===== src/hdl/rsam_pkg.sv =====
`default_nettype none
package rsam_pkg;
    localparam int SAMPLE_W = 16;
    localparam int SUM_W    = 32;
    localparam int FRAC_W   = 26;
    localparam int STEP_W   = 24;
    localparam int Q_W      = 48;
    localparam logic [FRAC_W-1:0] ONE_Q16 = 26'h10000;

    typedef enum logic {
        OP_MAIN   = 1'b0,
        OP_COPROC = 1'b1
    } op_t;

    typedef enum logic [0:0] {
        REG_COPROC_ON  = 1'b0,
        REG_STEP_RATIO = 1'b1
    } reg_idx_t;

    typedef enum logic [2:0] {
        ST_IDLE,
        ST_PROD,
        ST_DIV,
        ST_PUSH,
        ST_POP,
        ST_READ,
        ST_OUT
    } state_t;

    typedef struct packed {
        logic start;
        logic busy;
    } div_ctrl_t;
endpackage
`default_nettype wire


===== src/hdl/rsam_lane.sv =====
`default_nettype none
// One channel lane: restoring signed division of sum*65536 by step,
// one quotient bit per cycle while ctrl.busy is high, then clamp to 16 bits.
module rsam_lane
    import rsam_pkg::*;
(
    input  wire logic                       aclk,
    input  wire logic                       aresetn,
    input  wire div_ctrl_t                  ctrl,
    input  wire logic signed [SUM_W-1:0]    sum,
    input  wire logic        [STEP_W-1:0]   step,
    output logic signed      [SAMPLE_W-1:0] result
);
    logic [Q_W-1:0]    quo_reg, quo_next;
    logic [STEP_W:0]   rem_reg, rem_next;
    logic              neg_reg, neg_next;
    logic [STEP_W:0]   trial;
    logic [Q_W-1:0]    mag;
    logic signed [Q_W:0] sq;

    always_comb begin
        quo_next = quo_reg;
        rem_next = rem_reg;
        neg_next = neg_reg;
        trial    = {rem_reg[STEP_W-1:0], quo_reg[Q_W-1]};
        if (ctrl.start) begin
            neg_next = sum[SUM_W-1];
            quo_next = {(sum[SUM_W-1] ? SUM_W'(-sum) : SUM_W'(sum)), 16'h0};
            rem_next = '0;
        end else if (ctrl.busy) begin
            if (trial >= {1'b0, step}) begin
                rem_next = trial - {1'b0, step};
                quo_next = {quo_reg[Q_W-2:0], 1'b1};
            end else begin
                rem_next = trial;
                quo_next = {quo_reg[Q_W-2:0], 1'b0};
            end
        end
    end

    always_ff @(posedge aclk) begin
        if (!aresetn) begin
            neg_reg <= 1'b0;
        end else begin
            neg_reg <= neg_next;
        end
        quo_reg <= quo_next;
        rem_reg <= rem_next;
    end

    assign mag = quo_reg;
    assign sq  = neg_reg ? -$signed({1'b0, mag}) : $signed({1'b0, mag});

    always_comb begin
        if (sq > 32767) begin
            result = 16'sh7fff;
        end else if (sq < -32768) begin
            result = -16'sh8000;
        end else begin
            result = sq[SAMPLE_W-1:0];
        end
    end
endmodule
`default_nettype wire


===== config.mk =====
export PLATFORM = sky130hd
export DESIGN_NAME = rsam_lane
export DESIGN_NICKNAME = d
export VERILOG_FILES = /design/src/hdl/rsam_pkg.sv /design/src/hdl/rsam_lane.sv
export SDC_FILE = /design/constraint.sdc
export NUM_CORES = 1
export LEC_CHECK = 0
export BUFFER_PORTS_ARGS = -buffer_cell sky130_fd_sc_hd__buf_2
export CAP_MARGIN = 30
export CORE_MARGIN = 2
export CORE_UTILIZATION = 51
export DETAILED_ROUTE_END_ITERATION = 6
export MAX_ROUTING_LAYER = met4
export PLACE_DENSITY = 0.71
export SLEW_MARGIN = 10
export SYNTH_ARGS = -nofsm -noshare
export SYNTH_HDL_FRONTEND = slang
export SYNTH_SLANG_ARGS = --single-unit
export TNS_END_PERCENT = 1

===== constraint.sdc =====
create_clock -name aclk -period 10.9 [get_ports aclk]
set_clock_uncertainty 0.05 [all_clocks]
set_input_delay 1.635 -clock aclk [delete_from_list [all_inputs] [get_ports aclk]]
set_output_delay 1.635 -clock aclk [all_outputs]
set_load 0.05 [all_outputs]

# After elaboration in Yosys (flattened, before gate mapping)

Index checks and enable logic that the tools add are counted.

Magnitude comparators: 3
Reduce and logical (&&, ||, !) cells: 1
Muxes and demuxes: 8
$add $sub $neg: 3

Operators with widths:

| operator               | count |
|---|---|
| $mux W48               | 2 |
| $gt A49 B16 Y1 const B | 1 |
| $lt A49 B16 Y1 const B | 1 |
| $mux W49               | 1 |
| $neg A48 Y49           | 1 |
| $mux W16               | 2 |
| $mux W32               | 1 |
| $neg A32 Y32           | 1 |
| $ge A25 B24 Y1         | 1 |
| $mux W24               | 1 |
| $sub A24 B24 Y24       | 1 |
| $reduce_bool A2 Y1     | 1 |
| $mux W1                | 1 |

Word-level logic and storage cells: 19
Output and inout bits: 16
Register bits: 73

# Logic depth before layout (Yosys ltp)

Gate-level depths: netlist of run 1.

Depth after elaboration: 5
Gate-level depth with buffers: 13
Gate-level depth less buffers: 12

# Worst setup path before layout of run 1

Ideal clock, no wire load.

Path kind: register to output
From: register quo_reg[10], in the netlist mag[10]
To: output port result[0]
Cell stages (with the launch flop): 13
Data required time: 9.215 ns
Arrival: 3.932 ns
Slack: 5.283 ns
Path through: dfxtp_1 > or4_1 > buf_2 > or3_1 > buf_6 > o41ai_2 > xnor2_1 > o211ai_1 > or4_1 > a2111oi_2 > a21boi_2 > buf_6 > o21ai_1

Word-level cells in the longest chain between the ends: 5
Elaborated cells on any way between the ends: 6
Those cells by class: add/sub (1); order compare (2); mux (3)

Ends and longest elaborated chain:

| element                | RTL line        | text |
|---|---|---|
| start, declared        | rsam_lane.sv:14 | `logic [Q_W-1:0] quo_reg, quo_next;` |
| start signal, assigned | rsam_lane.sv:47 | `quo_reg <= quo_next;` |
| $neg A48 Y49           | rsam_lane.sv:52 | `assign sq = neg_reg ? -$signed({1'b0, mag}) : $signed({1'b0, mag});` |
| $mux W49 *             | rsam_lane.sv:52 |  |
| $lt A49 B16 Y1         | rsam_lane.sv:57 | `end else if (sq < -32768) begin` |
| $mux W16               | rsam_lane.sv:57 |  |
| $mux W16 *             | rsam_lane.sv:55 | `if (sq > 32767) begin` |
| end, declared          | rsam_lane.sv:12 | `output logic signed [SAMPLE_W-1:0] result` |

Every way passes the cells marked *; elsewhere a longest branch is shown, timed or not.

# Worst setup path in the final report of run 1

From: register quo_reg[10], in the netlist mag[10]
To: output port result[5]

Same word-level chain as after synthesis.

==> run metrics, run 1 <==
Pwr Density=approximately 120 nW/um^2; Initial Util=0.526; hpwl dp=around 14000 um; vias per cell=6.20; ANT nets after route=0; Hold Path Class=flop to flop; Yosys cell types=about 80; Ys Warns=0; total CTS buffers=9; Final GP Congestion=0.975; placed cell area=approximately 7100 um^2; Top FF cell, synth=dfxtp_1; vias in the first global route=5816; Routed WL=around 18000 um; Worst slew margin=0.420; die area=14100 um^2; Clock transition at path regs=about 0.060 ns; Final period util=0.563; Max Root-Sink Buffers=2; chip height=119 um; worst slack, placed=5.16 ns; CORE AREA=12700 um^2; # hold bufs at CTS=0; I/O Buffers=75; number of DRC markers in iteration 0=between 500 and 600; htree depth=3; Max IR drop VDD=0.0691 mV; status=completed; number of setup buffers added after CTS=0; CTS tree=yes; Avg Inst Size Synth=a little over 8 um^2; Overflow after GRT=0; Lkg Pwr=2.96 nW; Final Hold Fails=0; HP Start=rem_reg[20]; post-route minimum period=a little over 6 ns; Yosys reg bits=73; setup TNS=0 ns; Syn Nets=between 800 and 900; via count=between 6000 and 7000; startpoint types=flop; Async S/R FF share, synth=0; Layout Nets=just over 900; number of diodes=0; I/O pin count=76; final setup vio count=0; cells after synthesis=810; Slowest cell on crit path=or4_1; row count=41; Resized cells post-CTS=0; number of synthesized flops with an enable pin=32; drt first pass iters=5; Layout area overhead=10.4%; design area=around 7400 um^2; critical path startpoint=mag[10]; final core occ=0.581; cell mode on critical path=or4_1; Worst Path Arrival=between 4 and 5 ns; worst slew pin tran=between 0.8 and 0.9 ns; Crit Reg-Reg Startpoint=mag[47]; die width=roughly 120 um; Critical Path End Type=primary output; largest net degree at the start of global routing=just under 70; critical path's largest stage delay=approximately 0.70 ns; CTS sink cnt=73; Placed Cells=slightly above 1000; CP Max Fanout=15; Final Non-Filler Cells=1024; max-cap violations=0; Final Max Tran Viols=0; Clock Latency Late Sink=roughly 0.34 ns; post-route setup slack=between 4 and 5 ns; Seq/Total Area, Yosys=0.266; critical path class=flop to primary output; fraction of layout cells with a size suffix above 1=0.162; worst hold slack=about 0.45 ns; CP cell instances=or4_1, or3_1, o41ai_2, xnor2_1, o211ai_1, or4_1, a2111oi_2, a21boi_2, o21ai_2, buf_2; Root Buffer=clkbuf_16; RSZ-0062 raised after global routing=no; Total Routing Usage GR=0.268; Syn Std Cell Area=around 6700 um^2; drt wl/cell=between 15 and 20 um; critical path data required time=roughly 9.2 ns; Final Total Pwr=around 0.9 mW; initial antenna violation count=0; DRC=0; global-route wire length before repair=29900 um; max reg flops=48; maximum clock frequency=roughly 160 MHz
[path summary, 6_finish.rpt]
check	end	depth (start not counted)	slack (ns)
max	result[5]	10	4.76
min	rem_reg[20]	2	0.45
max reg2reg	rem_reg[7]	12	7.41
min reg2reg	rem_reg[20]	2	0.45
[synthesized netlist by cell type (all sizes together) (9+ instances only)]
cell type,instances,area share
nand2,57,0.032
edfxtp,32,0.14
a22o,27,0.035
o21ai,62,0.053
inv,41,0.023
nand3,25,0.021
dfxtp,41,0.12
ha,26,0.049
or4,15,0.018
or3,18,0.018
clkbuf,48,0.027
nor2,72,0.040
nand4,12,0.011
nand2b,9,0.0084
xnor2,51,0.067
o31ai,20,0.023
mux2i,37,0.055
nor3,24,0.021
o41ai,12,0.020
nor4,17,0.020
a21oi,24,0.018
xor2,32,0.042
a211oi,20,0.024
[cells by family (layout without fill, tap and decap cells)]
group / after synthesis / in the layout / synth area share
AOI/OAI and AO/OA: 211 / 211 / 0.229
DFF: 73 / 73 / 0.266
and+or+nand+nor: 281 / 281 / 0.227
buffers and inverters: 96 / 138 / 0.0591
adders and majority gates: 27 / 27 / 0.0516
xor gates and xnor gates: 83 / 83 / 0.109
muxes: 39 / 39 / 0.0587
[per-layer routing]
layer / vias to the layer above / track usage / wire (um)
met2: 243 / 0.406 / 8190
met5: - / - / 0
li1: 3095 / - / -
met1: 2995 / 0.379 / 8610
met4: 0 / 0.0640 / 192
met3: 17 / 0.0372 / 1210
[worst max-delay path: cells and delay by family (launching register included)]
kind | cells | cell delay [ns]
and+or+nand+nor | 3 | 1.80
AOI/OAI and AO/OA | 5 | 1.45
xor gates and xnor gates | 1 | 0.20
buffers and inverters | 1 | 0.28
DFF | 1 | 0.37
[cells in the final DEF, fill, tap and decap left out, drive strengths merged, types with 5 or more instances in the layout]
cell type and instances:
a211oi 20, a21o 5, a21oi 24, a22o 27, a31oi 7, buf 81, clkbuf 11, dfxtp 41
edfxtp 32, ha 26, inv 43, mux2i 37, nand2 57, nand2b 9, nand3 25, nand4 12
nor2 72, nor2b 6, nor3 24, nor4 17, o211ai 6, o21ai 62, o31ai 20, o41ai 12
or2 6, or3 18, or4 15, xnor2 51, xor2 32
[report_power, final]
| group | switching (mW) | internal [mW] |
|---|---|---|
| sequential | 0.0362 | 0.311 |
| clock | 0.117 | 0.167 |
| combinational | 0.154 | 0.104 |
[cell type report]
type,instances,area (um^2)
clock buffers,11,253
clock inverters,5,36.3
fillers,1203,5330
inverters,41,154
multi-input cells,641,4530
flip-flops and latches,73,1780
well taps,172,215
repair buffers,81,420
No activity file was read; power rests on OpenSTA's default activity.
==> inputs of run 2 (changes only) <==
ABC_AREA = 1   (was not set)
clock period = 6.1 ns   (was 10.9 ns; I/O delays follow)
==> run 2 against run 1 <==
  * Synthesized cell count increased by 51%
  * Synthesized area grew 8.4%
  * Critical path depth grew 7
  * Largest power group unchanged
  * Via count up 25%
  * Final cell count up 44%
  * Non-clock buffer count up 1
  * Total power grew 94%
==> run metrics, run 2 <==
CTS tree=yes (unchanged); total CTS buffers=9 (unchanged); largest cells by area after synthesis=nand2_1 19%, edfxtp_1 13%, dfxtp_1 11%, inv_1 8.5%, nor2_1 8.4% (was edfxtp_1 14%, dfxtp_1 12%, xnor2_1 6.7%, mux2i_1 5.5%, ha_1 4.9%); Async S/R FF share, synth=0 (unchanged); I/O pin count=76 (unchanged); Initial Util=0.523 (was 0.526); die width=123 um (was 119 um); setup TNS=0 ns (unchanged); CP Max Fanout=41 (was 15); Top FF cell, synth=dfxtp_1 (unchanged); DRC=0 (unchanged); cells after synthesis=1227 (was 810); most frequent cells in the layout=369 x nand2_1, 164 x inv_1, 163 x nor2_1 (was 75 x buf_2, 72 x nor2_1, 57 x nand2_1); vias per cell=5.40 (was 6.20); status=completed (unchanged); Max IR drop VDD=0.116 mV (was 0.0691 mV); ANT nets after route=0 (unchanged); # fillers=1482 (was 1203); fraction of layout cells with a size suffix above 1=0.108 (was 0.162); Layout area overhead=10.8% (was 10.4%); Final Hold Fails=0 (unchanged); htree depth=3 (unchanged); Layout Nets=1376 (was 934); Syn Nets=1314 (was 897); cell mode on critical path=nand2_1 (was or4_1); Final Total Pwr=1.73 mW (was 0.889 mW); number of setup buffers added after CTS=0 (unchanged); worst hold slack=0.423 ns (was 0.453 ns); Final Max Tran Viols=0 (unchanged); initial antenna violation count=0 (unchanged); Ys Warns=0 (unchanged); hpwl dp=17200 um (was 13500 um); startpoint types=flop (unchanged); internal cell power=1.06 mW (was 0.582 mW); post-route setup slack=1.87 ns (was 4.76 ns); Final Non-Filler Cells=1473 (was 1024); NetSw=0.663 mW (was 0.307 mW); worst slew pin tran=0.741 ns (was 0.865 ns); Resized cells post-CTS=0 (unchanged); Lkg Pwr=3.88 nW (was 2.96 nW); post-route minimum period=roughly 4.2 ns; Root Buffer=clkbuf_16 (unchanged); count leader, synth=nand2_1 (was nor2_1); Total Routing Usage GR=0.310 (was 0.268); Worst slew margin=0.506 (was 0.420); final setup vio count=0 (unchanged); max-cap violations=0 (unchanged); Clock Latency Late Sink=0.34 ns (about the same); Worst Path Arrival=3.26 ns (was 4.46 ns); Commonest cells post-synth=369 x nand2_1, 165 x inv_1, 163 x nor2_1, 91 x nand3_1, 83 x o21ai_0 (was 72 x nor2_1, 57 x nand2_1, 51 x xnor2_1, 48 x clkbuf_1, 43 x o21ai_0); CP cell instances=buf_4, inv_1, o21ai_0, nand2_1, nand2_1, nand2_1, nor2_1, nand2_1, nor2_1, inv_1, nor2_1, nand3_1, nand2_1, nand2_2, nand2_4, nand2_1, buf_2 (was or4_1, or3_1, o41ai_2, xnor2_1, o211ai_1, or4_1, a2111oi_2, a21boi_2, o21ai_2, buf_2); Comb power frac=0.348 (was 0.290); chip height=123 um (was 119 um); largest net degree at the start of global routing=51 (was 69); max reg flops=48 (unchanged); critical path's largest stage delay=0.80 ns (was 0.70 ns); vias in the first global route=7228 (was 5816); row count=43 (was 41); critical path class=flop to primary output (unchanged); CTS sink cnt=73 (unchanged); Yosys reg bits=73 (unchanged); Switching Fraction=0.384 (was 0.346); number of synthesized flops with an enable pin=32 (unchanged); RSZ-0062 raised after global routing=no (unchanged); worst slack, placed=2.25 ns (was 5.16 ns); number of DRC markers in iteration 0=777 (was 563); die area=15200 um^2 (was 14100 um^2); Hold Path Class=flop to flop (unchanged); number of diodes=0 (unchanged); Final GP Congestion=1.03 (was 0.975); global-route wire length before repair=35900 um (was 29900 um); Placed Cells=1458 (was 1008); maximum clock frequency=about 240 MHz; CORE AREA=13900 um^2 (was 12700 um^2); area share of the largest cell type after synthesis=0.191 (was 0.144); Overflow after GRT=0 (unchanged); cell taking the most area after synthesis=nand2_1 (was edfxtp_1); critical path data required time=5.13 ns (was 9.22 ns); Final period util=0.693; sequential power share=0.355 (was 0.390); drt wl/cell=14.8 um (was 17.8 um); Syn Std Cell Area=7260 um^2 (was 6700 um^2); commonest non-fill, non-tap cell in the layout=nand2_1 (was buf_2); clock share of power=0.297 (was 0.320); Slowest cell on crit path=dfxtp_2 (was or4_1); Pwr Density=215 nW/um^2 (was 120 nW/um^2); I/O Buffers=75 (unchanged); Routed WL=21800 um (was 18200 um); Max Root-Sink Buffers=2 (unchanged); via count=7948 (was 6350); Critical Path End Type=primary output (unchanged); Clock transition at path regs=0.06 ns (about the same); drt first pass iters=5 (unchanged); Avg Inst Size Synth=5.92 um^2 (was 8.27 um^2); # hold bufs at CTS=0 (unchanged); Yosys cell types=51 (was 78); Seq/Total Area, Yosys=0.245 (was 0.266)
## run 2: cell count changes after synthesis, sizes merged, moves of 19 or more
cell | before | now
nand2 | 57 | 382
a22o | 27 | 3
inv | 41 | 168
a211oi | 20 | 0
a21oi | 24 | 55
o31ai | 20 | 1
xnor2 | 51 | 9
nand3 | 25 | 93
nor2 | 72 | 174
mux2i | 37 | 0
clkbuf | 48 | 18
o22ai | 1 | 34
o21ai | 62 | 90
## run 2: worst paths after layout
check	start	cells after the start	endpoint	slack, ns
worst max-delay path	neg_reg	17	result[8]	1.87
worst min-delay path	rem_reg[21]	2	rem_reg[21]	0.42
worst max register to register	mag[47]	12	rem_reg[16]	2.80
worst min register to register	rem_reg[21]	2	rem_reg[21]	0.42
## run 2: cell families after synthesis
family / count (synthesis) / synth area share
xor gates and xnor gates: 23 / 0.0288
AOI/OAI and AO/OA: 213 / 0.167
buffers and inverters: 200 / 0.108
adders and majority gates: 27 / 0.0476
DFF: 73 / 0.245
and+or+nand+nor: 691 / 0.403
## run 2: layout make-up
class	instances	area, um^2	area share
repair buffers	82	428	0.0532
well taps	180	225	0.0280
flip-flops and latches	73	1780	0.222
inverters	169	634	0.0789
clock buffers	12	265	0.0330
clock inverters	3	15.0	0.00187
multi-input cells	954	4690	0.583
## run 2: routing by layer
metal	share of wire	vias to the layer above	global-route usage
met5	0	-	-
met4	0.015	0	0.0739
met3	0.086	22	0.0360
met2	0.39	348	0.425
met1	0.51	3460	0.480
li1	-	4118	-
## run 2: power groups by stage
| stage | sequential [mW] | clock (mW) | combinational (mW) |
|---|---|---|---|
| after detailed placement | 0.620 | 0 | 0.589 |
| after global placement | 0.620 | 0 | 0.585 |
| after floorplan | 0.598 | 0 | 0.449 |
| after CTS | 0.610 | 0.520 | 0.592 |
| after global routing | 0.618 | 0.537 | 0.683 |
| final | 0.613 | 0.513 | 0.601 |
## run 2: stage by stage
stage	util	cell area, um^2
5_1_grt	0.579	8040
3_5_place_dp	0.559	7760
6_report	0.579	8040
3_3_place_gp	0.559	7760
2_1_floorplan	-	7260
4_1_cts	0.579	8040
## run 2: worst max-delay path, delay by kind of cell, from the launching register on
kind | cells | cell delay [ns]
buffers and inverters | 4 | 0.93
AO/OA/AOI/OAI | 1 | 0.22
AND/OR/NAND/NOR | 12 | 0.95
flip-flops | 1 | 0.80
==> inputs of run 3 (changes only) <==
clock period = 4.25 ns   (was 6.1 ns; I/O delays follow)
==> run 3 against run 2 <==
  * Count of clock-buffer cells in the layout is 1 lower
  * Die area unchanged
  * Total power increased by 49%
  * Sequential share of layout area shrank 0.18 points
  * Core utilization rose by 0.47 points
  * Global-route usage rose by 0.19 points
  * Worst hold slack better by 0.0019 ns
  * Cell area is 0.81% higher
  * Final cell count is essentially flat
  * Critical path depth fell by 3
  * Combinational power increased by 45%
  * Critical endpoint is now result[1]
  * Largest cell class unchanged
==> run metrics, run 3 (synthesized netlist as in run 2, its figures left out) <==
status=completed (unchanged); critical path's largest stage delay=0.71 ns (was 0.80 ns); Critical Path End Type=primary output (unchanged); routed length on met1=11200 um (was 11000 um); vias in the first global route=7013 (was 7228); DRC=0 (unchanged); critical path data required time=3.56 ns (was 5.13 ns); Routed WL=22400 um (was 21800 um); most frequent cells in the layout=369 x nand2_1, 164 x inv_1, 163 x nor2_1 (unchanged); Layout Nets=1376 (unchanged); number of DRC markers in iteration 0=788 (was 777); Final Hold Fails=0 (unchanged); startpoint types=flop (unchanged); worst slew pin tran=0.612 ns (was 0.741 ns); Final Max Tran Viols=0 (unchanged); top layer in use=met4 (unchanged); worst hold slack=0.425 ns (was 0.423 ns); Final Non-Filler Cells=1474 (was 1473); cell mode on critical path=nand2_1 (unchanged); ANT nets after route=0 (unchanged); max-cap violations=0 (unchanged); Placed Cells=1458 (unchanged); maximum clock frequency=263 MHz; Root Buffer=clkbuf_16 (unchanged); largest net degree at the start of global routing=35 (was 51); fraction of layout cells with a size suffix above 1=0.108 (about the same); # hold bufs at CTS=0 (unchanged); drt wl/cell=15.2 um (was 14.8 um); setup TNS=0 ns (unchanged); Layout area overhead=11.7% (was 10.8%); Initial Util=0.523 (unchanged); Detail Route met3 WL=1800 um (was 1870 um); Met2 Routed Length=9030 um (was 8580 um); Pwr Density=318 nW/um^2 (was 215 nW/um^2); max reg flops=48 (unchanged); Worst slew margin=0.592 (was 0.506); chip height=123 um (unchanged); die width=123 um (unchanged); RSZ-0062 raised after global routing=no (unchanged); Final Total Pwr=2.58 mW (was 1.73 mW); Max Root-Sink Buffers=2 (unchanged); post-route minimum period=about 3.8 ns; total CTS buffers=9 (unchanged); commonest non-fill, non-tap cell in the layout=nand2_1 (unchanged); Hold Path Class=flop to flop (unchanged); htree depth=3 (unchanged); CTS sink cnt=73 (unchanged); CORE AREA=13900 um^2 (unchanged); Final GP Congestion=1.03 (about the same); number of setup buffers added after CTS=0 (unchanged); Worst Path Arrival=3.11 ns (was 3.26 ns); Final period util=0.894; critical path class=flop to primary output (unchanged); Resized cells post-CTS=0 (unchanged); I/O Buffers=75 (unchanged); Clock Latency Late Sink=0.34 ns (about the same); final setup vio count=0 (unchanged); I/O pin count=76 (unchanged); drt first pass iters=5 (unchanged); CTS tree=yes (unchanged); final core occ=0.584 (was 0.579); initial antenna violation count=0 (unchanged); via count=8062 (was 7948); vias per cell=5.47 (was 5.40); Clock transition at path regs=0.06 ns (about the same); row count=43 (unchanged); CP Max Fanout=34 (was 41); die area=15200 um^2 (unchanged); number of diodes=0 (unchanged); global-route wire length before repair=35500 um (was 35900 um); Overflow after GRT=0 (unchanged); Total Routing Usage GR=0.312 (was 0.310); Max IR drop VDD=0.176 mV (was 0.116 mV); Slowest cell on crit path=dfxtp_2 (unchanged); hpwl dp=18000 um (was 17200 um); Lkg Pwr=3.90 nW (was 3.88 nW); CP cell instances=buf_4, nand2_1, nand3_1, nand2_1, nand2_1, nand2_1, nor2_1, nand2_1, nor2_2, nand3_2, nand2_4, nand2_1, nand2_1, buf_2 (was buf_4, inv_1, o21ai_0, nand2_1, nand2_1, nand2_1, nor2_1, nand2_1, nor2_1, inv_1, nor2_1, nand3_1, nand2_1, nand2_2, nand2_4, nand2_1, buf_2)
-- run 3: area by class of cell --
| cell class | instances | area (um^2) |
|---|---|---|
| repair buffers | 82 | 440 |
| clock buffers | 11 | 275 |
| multi-input cells | 954 | 4690 |
| fillers | 1449 | 5780 |
| flip-flops and latches | 73 | 1780 |
| well taps | 180 | 225 |
| inverters | 169 | 634 |
| clock inverters | 5 | 57.6 |
-- run 3: per-stage QoR --
stage / instance area (um^2) / setup slack (ns)
global placement: 7750 / 0.838
detailed placement: 7770 / 0.849
global route: 8110 / 0.172
floorplan: 7260 / 1.15
CTS: 8110 / 0.484
finish: 8110 / 0.450
-- run 3: where the power goes --
part | switching, mW | internal, mW
logic | 0.587 | 0.287
clock network | 0.302 | 0.526
registers | 0.0742 | 0.805
-- run 3: metal layers --
layer  vias to the layer above  GRT usage
li1                       4124          -
met3                        19     0.0503
met2                       327      0.428
met1                      3592      0.470
met4                         0     0.0859
met5                         -          -
-- run 3: final timing paths --
| check | depth (start not counted) | endpoint | slack, ns | start |
|---|---|---|---|---|
| min reg2reg | 2 | rem_reg[15] | 0.43 | rem_reg[15] |
| max | 14 | result[1] | 0.45 | neg_reg |
| max reg2reg | 13 | rem_reg[6] | 1.16 | mag[47] |
| min | 2 | rem_reg[15] | 0.43 | rem_reg[15] |
-- run 3: worst max-delay path: cells and delay by family, from the launching register on --
| kind | cells | cell delay (ns) |
|---|---|---|
| AND/OR/NAND/NOR | 12 | 1.32 |
| buffers and inverters | 2 | 0.73 |
| flip-flops | 1 | 0.71 |
